### src/sv/snaa_pkg.sv
package snaa_pkg;

  localparam int VAL_W          = 64;
  localparam int ROW_W          = 32;
  localparam int CFG_IDX_W      = 2;
  localparam int CFG_DATA_W     = 8;
  localparam int COUNT_BITS_DEF = 32;
  localparam int QUEUE_DEPTH    = 2;

  // configuration register indexes
  localparam logic [CFG_IDX_W-1:0] REG_KIND    = 2'd0;
  localparam logic [CFG_IDX_W-1:0] REG_IGNORE  = 2'd1;
  localparam logic [CFG_IDX_W-1:0] REG_PER_ROW = 2'd2;
  localparam logic [CFG_IDX_W-1:0] REG_WIDTH   = 2'd3;

  // aggregate kinds
  localparam logic [1:0] KIND_MIN   = 2'd0;
  localparam logic [1:0] KIND_MAX   = 2'd1;
  localparam logic [1:0] KIND_SUM   = 2'd2;
  localparam logic [1:0] KIND_COUNT = 2'd3;

  // sum limit width codes
  localparam logic [1:0] WCODE_8  = 2'd0;
  localparam logic [1:0] WCODE_16 = 2'd1;
  localparam logic [1:0] WCODE_32 = 2'd2;
  localparam logic [1:0] WCODE_64 = 2'd3;

  typedef struct packed {
    logic [1:0] kind;
    logic       ignore_nulls;
    logic       per_row_mode;
    logic [1:0] width_code;
  } cfg_t;

  // classified row handed from the front to the back
  typedef struct packed {
    logic signed [VAL_W-1:0] value;
    logic                    is_null;
    logic                    per_row;
    logic                    close_first;
    logic                    open_new;
    logic                    last;
  } cmd_t;

  typedef struct packed {
    logic signed [VAL_W-1:0] aggregate;
    logic                    aggregate_is_null;
    logic [ROW_W-1:0]        row_count;
    logic                    sum_overflow;
    logic                    column_has_null;
    logic                    last_result;
  } res_t;

  function automatic logic signed [VAL_W-1:0] sum_bound(input logic [1:0] code);
    logic signed [VAL_W-1:0] b;
    case (code)
      WCODE_8:  b = 64'sd127;
      WCODE_16: b = 64'sd32767;
      WCODE_32: b = 64'sd2147483647;
      default:  b = 64'sh7FFF_FFFF_FFFF_FFFF;
    endcase
    return b;
  endfunction

endpackage

### src/sv/snaa_if.sv
interface snaa_in_if;
  import snaa_pkg::*;
  logic                    valid;
  logic                    ready;
  logic signed [VAL_W-1:0] value;
  logic                    value_is_null;
  logic                    partition_start;
  logic                    last_row;

  modport source (output valid, value, value_is_null, partition_start, last_row,
                  input ready);
  modport sink (input valid, value, value_is_null, partition_start, last_row,
                output ready);
endinterface

interface snaa_out_if;
  import snaa_pkg::*;
  logic                    valid;
  logic                    ready;
  logic signed [VAL_W-1:0] aggregate;
  logic                    aggregate_is_null;
  logic [ROW_W-1:0]        row_count;
  logic                    sum_overflow;
  logic                    column_has_null;
  logic                    last_result;

  modport source (output valid, aggregate, aggregate_is_null, row_count, sum_overflow,
                  column_has_null, last_result, input ready);
  modport sink (input valid, aggregate, aggregate_is_null, row_count, sum_overflow,
                column_has_null, last_result, output ready);
endinterface

interface snaa_cfg_if;
  import snaa_pkg::*;
  logic                  valid;
  logic                  ready;
  logic [CFG_IDX_W-1:0]  index;
  logic [CFG_DATA_W-1:0] data;

  modport source (output valid, index, data, input ready);
  modport sink (input valid, index, data, output ready);
endinterface

### src/sv/snaa_front.sv
module snaa_front (
  input  logic           clk,
  input  logic           rst_n,
  snaa_in_if.sink        in_ch,
  input  snaa_pkg::cfg_t cfg,
  output snaa_pkg::cmd_t push_cmd,
  output logic           push_valid,
  input  logic           push_ready
);
  import snaa_pkg::*;

  logic open_r;
  logic open_nxt;
  logic accept;

  assign in_ch.ready = push_ready;
  assign push_valid  = in_ch.valid;
  assign accept      = in_ch.valid && push_ready;

  always_comb begin
    push_cmd.value       = in_ch.value;
    push_cmd.is_null     = in_ch.value_is_null;
    push_cmd.per_row     = cfg.per_row_mode;
    push_cmd.close_first = in_ch.partition_start && open_r;
    push_cmd.open_new    = in_ch.partition_start || !open_r;
    push_cmd.last        = in_ch.last_row;
  end

  // track partition state as the back will see it; per-row words leave it alone
  always_comb begin
    open_nxt = open_r;
    if (accept && !cfg.per_row_mode) begin
      open_nxt = !in_ch.last_row;
    end
  end

  always_ff @(posedge clk) begin
    if (!rst_n) begin
      open_r <= 1'b0;
    end else begin
      open_r <= open_nxt;
    end
  end

endmodule

### src/sv/snaa_queue.sv
module snaa_queue (
  input  logic           clk,
  input  logic           rst_n,
  input  snaa_pkg::cmd_t wr_data,
  input  logic           wr_valid,
  output logic           wr_ready,
  output snaa_pkg::cmd_t rd_data,
  output logic           rd_valid,
  input  logic           rd_pop
);
  import snaa_pkg::*;

  localparam int PTR_W = (QUEUE_DEPTH > 1) ? $clog2(QUEUE_DEPTH) : 1;
  localparam int CNT_W = $clog2(QUEUE_DEPTH + 1);
  localparam logic [PTR_W-1:0] LAST_PTR = PTR_W'(QUEUE_DEPTH - 1);
  localparam logic [CNT_W-1:0] FULL_CNT = CNT_W'(QUEUE_DEPTH);

  cmd_t             mem_r [QUEUE_DEPTH];
  logic [PTR_W-1:0] wptr_r, wptr_nxt;
  logic [PTR_W-1:0] rptr_r, rptr_nxt;
  logic [CNT_W-1:0] cnt_r, cnt_nxt;
  logic             push, pop;

  assign wr_ready = (cnt_r != FULL_CNT);
  assign rd_valid = (cnt_r != '0);
  assign rd_data  = mem_r[rptr_r];
  assign push     = wr_valid && wr_ready;
  assign pop      = rd_pop && rd_valid;

  always_comb begin
    wptr_nxt = wptr_r;
    rptr_nxt = rptr_r;
    cnt_nxt  = cnt_r;
    if (push) begin
      wptr_nxt = (wptr_r == LAST_PTR) ? '0 : wptr_r + 1'b1;
    end
    if (pop) begin
      rptr_nxt = (rptr_r == LAST_PTR) ? '0 : rptr_r + 1'b1;
    end
    if (push && !pop) begin
      cnt_nxt = cnt_r + 1'b1;
    end else if (pop && !push) begin
      cnt_nxt = cnt_r - 1'b1;
    end
  end

  always_ff @(posedge clk) begin
    if (!rst_n) begin
      wptr_r <= '0;
      rptr_r <= '0;
      cnt_r  <= '0;
    end else begin
      wptr_r <= wptr_nxt;
      rptr_r <= rptr_nxt;
      cnt_r  <= cnt_nxt;
    end
  end

  always_ff @(posedge clk) begin
    if (push) begin
      mem_r[wptr_r] <= wr_data;
    end
  end

endmodule

### src/sv/snaa_back.sv
module snaa_back #(
  parameter int COUNT_BITS = snaa_pkg::COUNT_BITS_DEF
) (
  input  logic           clk,
  input  logic           rst_n,
  input  snaa_pkg::cfg_t cfg,
  input  snaa_pkg::cmd_t cmd,
  input  logic           cmd_valid,
  output logic           cmd_pop,
  snaa_out_if.source     out_ch
);
  import snaa_pkg::*;

  localparam logic [VAL_W-1:0] CNT_LIMIT =
    (COUNT_BITS >= VAL_W) ? {VAL_W{1'b1}} : ((VAL_W'(1) << COUNT_BITS) - VAL_W'(1));
  localparam logic [ROW_W-1:0] ROWS_MAX = {ROW_W{1'b1}};

  logic signed [VAL_W-1:0] acc_r, acc_nxt;
  logic                    acc_null_r, acc_null_nxt;
  logic [ROW_W-1:0]        rows_r, rows_nxt;
  logic                    ovf_r, ovf_nxt;
  logic                    any_null_r, any_null_nxt;
  logic                    pend_r, pend_nxt;
  logic                    out_valid_r, out_valid_nxt;
  res_t                    out_res_r, out_res_nxt;

  logic                    out_free;
  logic                    is_count;
  logic                    emits;

  // partition state after the optional open, then after this row's update
  logic signed [VAL_W-1:0] base_acc;
  logic                    base_null;
  logic [ROW_W-1:0]        base_rows;
  logic                    base_ovf;
  logic signed [VAL_W-1:0] upd_acc;
  logic                    upd_null;
  logic [ROW_W-1:0]        upd_rows;
  logic                    upd_ovf;

  logic signed [VAL_W:0]   bound_w, val_w, add_w, lo_lim, hi_lim;
  logic signed [VAL_W-1:0] bound;
  logic signed [VAL_W-1:0] add_a;
  logic                    row_counts;

  logic                    emit;
  logic signed [VAL_W-1:0] e_agg;
  logic                    e_null;
  logic [ROW_W-1:0]        e_rows;
  logic                    e_ovf;
  logic                    e_last;

  assign out_free = !out_valid_r || out_ch.ready;
  assign is_count = (cfg.kind == KIND_COUNT);
  assign emits    = cmd.per_row || cmd.close_first || cmd.last;

  always_comb begin
    base_acc  = cmd.open_new ? '0 : acc_r;
    base_null = cmd.open_new ? 1'b1 : acc_null_r;
    base_rows = cmd.open_new ? '0 : rows_r;
    base_ovf  = cmd.open_new ? 1'b0 : ovf_r;
  end

  // checked sum: compare against the limits before adding
  always_comb begin
    bound   = sum_bound(cfg.width_code);
    add_a   = base_null ? '0 : base_acc;
    bound_w = {1'b0, bound};
    val_w   = {cmd.value[VAL_W-1], cmd.value};
    add_w   = {add_a[VAL_W-1], add_a};
    lo_lim  = -bound_w - val_w;
    hi_lim  = bound_w - val_w;
  end

  assign row_counts = !cmd.is_null || !cfg.ignore_nulls;

  always_comb begin
    upd_rows = (base_rows == ROWS_MAX) ? base_rows : base_rows + 1'b1;
    upd_acc  = base_acc;
    upd_null = base_null;
    upd_ovf  = base_ovf;
    case (cfg.kind)
      KIND_COUNT: begin
        if (row_counts && ($unsigned(base_acc) < CNT_LIMIT)) begin
          upd_acc = base_acc + 1'b1;
        end
      end
      KIND_SUM: begin
        if (!cmd.is_null) begin
          upd_null = 1'b0;
          if (cmd.value < 1) begin
            if (lo_lim > add_w) begin
              upd_acc = -bound;
              upd_ovf = 1'b1;
            end else begin
              upd_acc = add_a + cmd.value;
            end
          end else if (hi_lim < add_w) begin
            upd_acc = bound;
            upd_ovf = 1'b1;
          end else begin
            upd_acc = add_a + cmd.value;
          end
        end
      end
      KIND_MIN: begin
        if (!cmd.is_null) begin
          upd_null = 1'b0;
          if (base_null || (cmd.value < base_acc)) begin
            upd_acc = cmd.value;
          end
        end
      end
      default: begin
        if (!cmd.is_null) begin
          upd_null = 1'b0;
          if (base_null || (cmd.value > base_acc)) begin
            upd_acc = cmd.value;
          end
        end
      end
    endcase
  end

  always_comb begin
    acc_nxt      = acc_r;
    acc_null_nxt = acc_null_r;
    rows_nxt     = rows_r;
    ovf_nxt      = ovf_r;
    pend_nxt     = pend_r;
    cmd_pop      = 1'b0;
    emit         = 1'b0;
    e_agg        = acc_r;
    e_null       = !is_count && acc_null_r;
    e_rows       = rows_r;
    e_ovf        = ovf_r;
    e_last       = 1'b0;

    if (pend_r) begin
      // second word of a start row that also ends the column
      if (out_free) begin
        emit         = 1'b1;
        e_last       = 1'b1;
        pend_nxt     = 1'b0;
        acc_nxt      = '0;
        acc_null_nxt = 1'b1;
        rows_nxt     = '0;
        ovf_nxt      = 1'b0;
      end
    end else if (cmd_valid && (!emits || out_free)) begin
      cmd_pop = 1'b1;
      if (cmd.per_row) begin
        emit   = 1'b1;
        e_rows = ROW_W'(1);
        e_ovf  = 1'b0;
        e_last = cmd.last;
        if (is_count) begin
          e_agg  = row_counts ? VAL_W'(1) : '0;
          e_null = 1'b0;
        end else begin
          e_agg  = cmd.value;
          e_null = cmd.is_null;
        end
      end else begin
        acc_nxt      = upd_acc;
        acc_null_nxt = upd_null;
        rows_nxt     = upd_rows;
        ovf_nxt      = upd_ovf;
        if (cmd.close_first) begin
          // close the open partition from the current state
          emit = 1'b1;
          if (cmd.last) begin
            pend_nxt = 1'b1;
          end
        end else if (cmd.last) begin
          emit         = 1'b1;
          e_agg        = upd_acc;
          e_null       = !is_count && upd_null;
          e_rows       = upd_rows;
          e_ovf        = upd_ovf;
          e_last       = 1'b1;
          acc_nxt      = '0;
          acc_null_nxt = 1'b1;
          rows_nxt     = '0;
          ovf_nxt      = 1'b0;
        end
      end
    end
  end

  always_comb begin
    any_null_nxt  = any_null_r;
    out_valid_nxt = out_valid_r;
    out_res_nxt   = out_res_r;
    if (emit) begin
      out_valid_nxt                 = 1'b1;
      out_res_nxt.aggregate         = e_null ? '0 : e_agg;
      out_res_nxt.aggregate_is_null = e_null;
      out_res_nxt.row_count         = e_rows;
      out_res_nxt.sum_overflow      = e_ovf;
      out_res_nxt.column_has_null   = any_null_r || e_null;
      out_res_nxt.last_result       = e_last;
      any_null_nxt                  = e_last ? 1'b0 : (any_null_r || e_null);
    end else if (out_ch.ready) begin
      out_valid_nxt = 1'b0;
    end
  end

  always_ff @(posedge clk) begin
    if (!rst_n) begin
      acc_r       <= '0;
      acc_null_r  <= 1'b1;
      rows_r      <= '0;
      ovf_r       <= 1'b0;
      any_null_r  <= 1'b0;
      pend_r      <= 1'b0;
      out_valid_r <= 1'b0;
    end else begin
      acc_r       <= acc_nxt;
      acc_null_r  <= acc_null_nxt;
      rows_r      <= rows_nxt;
      ovf_r       <= ovf_nxt;
      any_null_r  <= any_null_nxt;
      pend_r      <= pend_nxt;
      out_valid_r <= out_valid_nxt;
    end
  end

  always_ff @(posedge clk) begin
    out_res_r <= out_res_nxt;
  end

  assign out_ch.valid             = out_valid_r;
  assign out_ch.aggregate         = out_res_r.aggregate;
  assign out_ch.aggregate_is_null = out_res_r.aggregate_is_null;
  assign out_ch.row_count         = out_res_r.row_count;
  assign out_ch.sum_overflow      = out_res_r.sum_overflow;
  assign out_ch.column_has_null   = out_res_r.column_has_null;
  assign out_ch.last_result       = out_res_r.last_result;

endmodule

### src/sv/segmented_null_aware_aggregator_top.sv
// Segmented null-aware aggregator: takes one column row per cycle while the
// queue has room and keeps a running min, max, checked sum or count for the
// open partition, writing one result word when a partition closes (or one
// per row in per-row mode). The front stage classifies each row against its
// own copy of the partition state and pushes it into a two-entry queue; the
// back stage updates the accumulator and writes results into a single
// output register. Sustained rate is one row per cycle while the output is
// not stalled; a start row that closes an open partition and also ends the
// column yields two words and holds the back stage until both are written.
// Configuration writes are taken at any time (ready is always high) but must
// only happen while no row is in flight.
module segmented_null_aware_aggregator_top #(
  parameter int COUNT_BITS = snaa_pkg::COUNT_BITS_DEF
) (
  input logic        clk,
  input logic        rst_n,
  snaa_in_if.sink    in_ch,
  snaa_out_if.source out_ch,
  snaa_cfg_if.sink   cfg_ch
);
  import snaa_pkg::*;

  cfg_t cfg_r, cfg_nxt;
  cmd_t push_cmd, head_cmd;
  logic push_valid, push_ready;
  logic head_valid, head_pop;

  assign cfg_ch.ready = 1'b1;

  always_comb begin
    cfg_nxt = cfg_r;
    if (cfg_ch.valid) begin
      case (cfg_ch.index)
        REG_KIND:    cfg_nxt.kind         = cfg_ch.data[1:0];
        REG_IGNORE:  cfg_nxt.ignore_nulls = cfg_ch.data[0];
        REG_PER_ROW: cfg_nxt.per_row_mode = cfg_ch.data[0];
        REG_WIDTH:   cfg_nxt.width_code   = cfg_ch.data[1:0];
        default:     cfg_nxt              = cfg_r;
      endcase
    end
  end

  always_ff @(posedge clk) begin
    if (!rst_n) begin
      cfg_r.kind         <= KIND_MIN;
      cfg_r.ignore_nulls <= 1'b1;
      cfg_r.per_row_mode <= 1'b0;
      cfg_r.width_code   <= WCODE_64;
    end else begin
      cfg_r <= cfg_nxt;
    end
  end

  snaa_front u_front (
    .clk        (clk),
    .rst_n      (rst_n),
    .in_ch      (in_ch),
    .cfg        (cfg_r),
    .push_cmd   (push_cmd),
    .push_valid (push_valid),
    .push_ready (push_ready)
  );

  snaa_queue u_queue (
    .clk      (clk),
    .rst_n    (rst_n),
    .wr_data  (push_cmd),
    .wr_valid (push_valid),
    .wr_ready (push_ready),
    .rd_data  (head_cmd),
    .rd_valid (head_valid),
    .rd_pop   (head_pop)
  );

  snaa_back #(
    .COUNT_BITS (COUNT_BITS)
  ) u_back (
    .clk       (clk),
    .rst_n     (rst_n),
    .cfg       (cfg_r),
    .cmd       (head_cmd),
    .cmd_valid (head_valid),
    .cmd_pop   (head_pop),
    .out_ch    (out_ch)
  );

endmodule

### src/flat_wrapper.sv
// flat-port wrapper written by rule: the top's interface ports become plain ports
module segmented_null_aware_aggregator_top_flat import snaa_pkg::*;
#(
  parameter int COUNT_BITS = snaa_pkg::COUNT_BITS_DEF
)
  (clk, rst_n, in_ch_valid, in_ch_value, in_ch_value_is_null, in_ch_partition_start, in_ch_last_row, in_ch_ready, out_ch_valid, out_ch_aggregate, out_ch_aggregate_is_null, out_ch_row_count, out_ch_sum_overflow, out_ch_column_has_null, out_ch_last_result, out_ch_ready, cfg_ch_valid, cfg_ch_index, cfg_ch_data, cfg_ch_ready);
  snaa_in_if in_ch_i ();
  snaa_out_if out_ch_i ();
  snaa_cfg_if cfg_ch_i ();
  input logic clk;
  input logic rst_n;
  input wire logic [$bits(in_ch_i.valid)-1:0] in_ch_valid;
  input wire logic [$bits(in_ch_i.value)-1:0] in_ch_value;
  input wire logic [$bits(in_ch_i.value_is_null)-1:0] in_ch_value_is_null;
  input wire logic [$bits(in_ch_i.partition_start)-1:0] in_ch_partition_start;
  input wire logic [$bits(in_ch_i.last_row)-1:0] in_ch_last_row;
  output wire logic [$bits(in_ch_i.ready)-1:0] in_ch_ready;
  output wire logic [$bits(out_ch_i.valid)-1:0] out_ch_valid;
  output wire logic [$bits(out_ch_i.aggregate)-1:0] out_ch_aggregate;
  output wire logic [$bits(out_ch_i.aggregate_is_null)-1:0] out_ch_aggregate_is_null;
  output wire logic [$bits(out_ch_i.row_count)-1:0] out_ch_row_count;
  output wire logic [$bits(out_ch_i.sum_overflow)-1:0] out_ch_sum_overflow;
  output wire logic [$bits(out_ch_i.column_has_null)-1:0] out_ch_column_has_null;
  output wire logic [$bits(out_ch_i.last_result)-1:0] out_ch_last_result;
  input wire logic [$bits(out_ch_i.ready)-1:0] out_ch_ready;
  input wire logic [$bits(cfg_ch_i.valid)-1:0] cfg_ch_valid;
  input wire logic [$bits(cfg_ch_i.index)-1:0] cfg_ch_index;
  input wire logic [$bits(cfg_ch_i.data)-1:0] cfg_ch_data;
  output wire logic [$bits(cfg_ch_i.ready)-1:0] cfg_ch_ready;
  assign in_ch_i.valid = in_ch_valid;
  assign in_ch_i.value = in_ch_value;
  assign in_ch_i.value_is_null = in_ch_value_is_null;
  assign in_ch_i.partition_start = in_ch_partition_start;
  assign in_ch_i.last_row = in_ch_last_row;
  assign in_ch_ready = in_ch_i.ready;
  assign out_ch_valid = out_ch_i.valid;
  assign out_ch_aggregate = out_ch_i.aggregate;
  assign out_ch_aggregate_is_null = out_ch_i.aggregate_is_null;
  assign out_ch_row_count = out_ch_i.row_count;
  assign out_ch_sum_overflow = out_ch_i.sum_overflow;
  assign out_ch_column_has_null = out_ch_i.column_has_null;
  assign out_ch_last_result = out_ch_i.last_result;
  assign out_ch_i.ready = out_ch_ready;
  assign cfg_ch_i.valid = cfg_ch_valid;
  assign cfg_ch_i.index = cfg_ch_index;
  assign cfg_ch_i.data = cfg_ch_data;
  assign cfg_ch_ready = cfg_ch_i.ready;
  segmented_null_aware_aggregator_top #(.COUNT_BITS(COUNT_BITS)) u_core (.clk(clk), .rst_n(rst_n), .in_ch(in_ch_i), .out_ch(out_ch_i), .cfg_ch(cfg_ch_i));
endmodule
### config.mk
export PLATFORM = sky130hd
export DESIGN_NAME = segmented_null_aware_aggregator_top_flat
export DESIGN_NICKNAME = d
export VERILOG_FILES = /design/src/sv/snaa_pkg.sv /design/src/sv/snaa_if.sv /design/src/sv/snaa_front.sv /design/src/sv/snaa_queue.sv /design/src/sv/snaa_back.sv /design/src/sv/segmented_null_aware_aggregator_top.sv /design/src/flat_wrapper.sv
export SDC_FILE = /design/constraint.sdc
export NUM_CORES = 2
export LEC_CHECK = 0
export BUFFER_PORTS_ARGS = -buffer_cell sky130_fd_sc_hd__buf_2
export CAP_MARGIN = 20
export CORE_ASPECT_RATIO = 0.7
export CORE_MARGIN = 8
export CORE_UTILIZATION = 29
export CTS_CLUSTER_DIAMETER = 40
export DETAILED_ROUTE_END_ITERATION = 7
export GPL_ROUTABILITY_DRIVEN = 0
export SLEW_MARGIN = 20
export SYNTH_ARGS = -nofsm -noshare
export SYNTH_HDL_FRONTEND = slang
export SYNTH_SLANG_ARGS = --single-unit
### constraint.sdc
create_clock -name clk -period 12.6 [get_ports clk]
set_clock_uncertainty 0.1 [all_clocks]
set_input_delay 1.89 -clock clk [delete_from_list [all_inputs] [get_ports clk]]
set_output_delay 1.89 -clock clk [all_outputs]
set_load 0.02 [all_outputs]
==> reports/results.ini <==
[timing]
finalHoldViolCount=0
finalSetupViolations=0
slew_viol_final=0
slew_headroom_pct=10.9
min_period_ns=11.07
setup_slack_ns=1.53
setup_tns_ns=0
rsz0062_at_grt=no
fin_crit_sh_pct=87.9
tightestPinTransition_ns=1.30
max_freq_mhz=90.3

[finish]
fin_cells=5864
n_fill_cell=12400
drive_gt1_share_pct=11.9
final_util_pct=33.2
area_growth_pct=13.3
finalNetCount=4753

[synthesis]
synth_seq_cells=351
synth_area_leaders=edfxtp_1 (21%), ha_1 (15%), dfxtp_1 (6.6%)
yosys-top-cells-count=ha_1 (403), nand2_1 (393), a21oi_1 (332)
yosysMostFrequentCell=ha_1
synth_fp_nets=4628
ys_seq_area_share_pct=27.3
yosys_most_used_dff=edfxtp_1
netlist_instances=4141
yosysUniqueCellTypes=110
synth-async-reset-ratio_pct=0
synth_top_cell_by_area=edfxtp_1
syn_area_sq_mm=0.0344
synth-edff-count=238
synth_top_area_share_pct=20.8
avgSynthCellArea_sq_um=8.31
ys_warn_count=0

[global_route]
grt_max_degree=68
grt_pass1_wl_microns=209000
antenna_found_initial=6
grt_use_total_pct=20.8
grt_overflow=0
grt_pass1_vias=31700

[floorplan]
core_area_sq_mm=0.117
die_h_microns=304
initial_core_util_pct=29.3
dieArea_sq_mm=0.130
row_count=105
die_x_microns=428
num_io_pins=185

[placed_design]
placed_cells=5762
portBuffers=177
post-place-ws_ns=2.07
hpwlAfterDp_microns=111000

[setup_path]
critPathCaptureType=register
crit-reg2reg-capture=u_core.u_back.out_ch.aggregate[41]
r2r_cells=26
crit_buf_inv=3
worstPathRequired_ns=12.83
startpoint_type=register
cpMaxStageDelayCell=a2111oi_1
critPathKind=register to register
cp_max_fo=30
max_stage_delay_ns=0.99
r2r_slack_ns=1.53
critical-path-top-delay-family=compound AO/OA/AOI/OAI gates
cp.arrival_ns=11.30

[detailed_routing]
wire_per_inst_microns=24.6
ant_nets=0
vias=35200
via_per_inst=6.01
finalWirelength_microns=144000
dr.pass1.iters=6
drc=0
drtIter0Drc=5532

[power_and_ir_drop]
p_per_area_mw_per_mm2=207
power_mw=8.07
vdd_drop_max_v=0.000135
p_leak_nw=15.8
switching_power_mw=4.12
cell_internal_pwr_mw=3.94
p_sw_share_pct=51.1
pwr-share-seq_pct=21.6
combPwrFrac_pct=59.4
pwr-share-clk_pct=19.0

[clock_network]
cts-root-buf=clkbuf_16
cts_tree=built
cts_setup_buffers=0
clk_pin_slew_ns=0.07
cts.path.max_buffers=3
htreeDepth=2
cts_resized=0
numCtsBuffers=52
ctsHoldBuffers=0
clock_latency_ns=0.65
cts.sinks=351

[hold_path]
hold_path_end=u_core.u_back.acc_r[1]
hold_class=register to register
holdCritStartpoint=u_core.u_back.acc_r[1]
holdPathStages=2

[job]
cap_viol_max_count=0

[status]
status=finished, final reports clean

[worst max path at each step]
stage,start,to,slack [ns],cells past startpoint
4_1_cts,register,u_core.u_back.out_ch.aggregate[41],2.02,26
2_1_floorplan,u_core.cfg_r[1],u_core.u_back.out_ch.aggregate[13],4.56,28
5_1_grt,register,u_core.u_back.out_ch.aggregate[41],1.50,26
3_5_place_dp,register,u_core.u_back.out_ch.aggregate[41],2.07,26
6_report,register,u_core.u_back.out_ch.aggregate[41],1.53,26
3_3_place_gp,register,u_core.u_back.out_ch.aggregate[41],2.17,26
[cell type report]
class / count / area, sq um / share of cell area [%]
clock buffer: 56 / 1320 / 3.38
inverter: 268 / 1010 / 2.58
multi-input combinational: 3345 / 23300 / 59.9
clock inverter: 42 / 527 / 1.35
tap: 1551 / 1940 / 4.98
sequential: 351 / 9410 / 24.1
timing repair buffer: 248 / 1440 / 3.69
antenna: 3 / 7.51 / 0.0192
[cell families after synthesis]
logic type / Yosys count / synth area share, %
muxes: 90 / 2.78
other: 1 / 0.0109
and+or+nand+nor: 1290 / 18.6
xor gates and xnor gates: 198 / 5.04
DFF: 351 / 27.3
adders and majority gates: 405 / 14.8
AOI/OAI and AO/OA: 1361 / 26.3
buffers and inverters: 445 / 5.19
[routing by layer]
metal / routed length (microns) / up-vias / global-route usage (%)
met3: 22700 / 283 / 8.39
met5: 8 / - / 0
met1: 65000 / 16600 / 31.6
li1: - / 15900 / -
met4: 4080 / 2 / 5.42
met2: 52500 / 2428 / 26.4
[worst register-to-register path, stage by stage (launching register included)]
cell       delay, ns
dfxtp_4         0.62
buf_4           0.49
buf_4           0.50
mux2i_1         0.84
ha_1            0.44
or4_1           0.53
a21oi_1         0.30
o31ai_1         0.16
a2111oi_1       0.99
o21ai_0         0.39
a31oi_1         0.30
a211oi_2        0.12
o21ai_2         0.31
a31oi_1         0.17
ha_1            0.41
and4_1          0.23
nand3_1         0.18
nor4_1          0.74
o31a_1          0.37
o21ai_0         0.15
nor4b_4         0.16
buf_4           0.23
nand2_1         0.11
o31ai_2         0.11
nand2b_1        0.52
or3_1           0.57
o21ai_0         0.70
[stage by stage]
| step | hold WS [ns] | instance area [sq um] |
|---|---|---|
| 5_1_grt | 0.413 | 39000 |
| 3_5_place_dp | 0.377 | 37100 |
| 2_1_floorplan | 0.344 | 34400 |
| 3_3_place_gp | 0.370 | 37100 |
| 6_report | 0.397 | 39000 |
| 4_1_cts | 0.387 | 38900 |
[cells in the final DEF, fill, tap and decap left out, types with 34 or more instances in the layout]
master     synthesis  final
a21o_1           110    110
a21oi_1          332    330
a22oi_1           83     83
a31oi_1           42     42
and3_1            35     34
buf_2             24    177
buf_4              9     70
clkbuf_16          0     52
dfxtp_1          113    111
edfxtp_1         238    238
ha_1             403    403
inv_1            260    259
mux2i_1           59     53
nand2_1          393    392
nand3_1          111    111
nand4_1           79     79
nor2_1           264    259
nor2b_1           53     53
nor3_1            81     80
nor4_1            44     44
o21ai_0          265    265
o21bai_1          36     36
o22ai_1           74     74
or2_2             73     73
xnor2_1          151    151
xor2_1            47     47
[registers in the layout, summed over array words and instances (netlist names), 2 cells and up, named ones only]
signal / flops
u_core.u_back.out_ch.aggregate: 64
u_core.cfg_r: 6
u_core.u_queue.cnt_r: 2
u_core.u_back.acc_r: 64
u_core.u_back.rows_r: 32
u_core.u_back.out_ch.row_count: 32
u_core.u_queue.mem_r: 138
[power groups by stage]
| stage | clock network [mW] | logic, mW | registers, mW |
|---|---|---|---|
| after global placement | 0 | 4.49 | 1.77 |
| after detailed placement | 0 | 4.56 | 1.77 |
| after global routing | 1.60 | 5.09 | 1.78 |
| after floorplan | 0 | 2.84 | 1.93 |
| final | 1.53 | 4.79 | 1.74 |
| after CTS | 1.56 | 4.59 | 1.75 |
No activity file was read; power rests on OpenSTA's default activity.
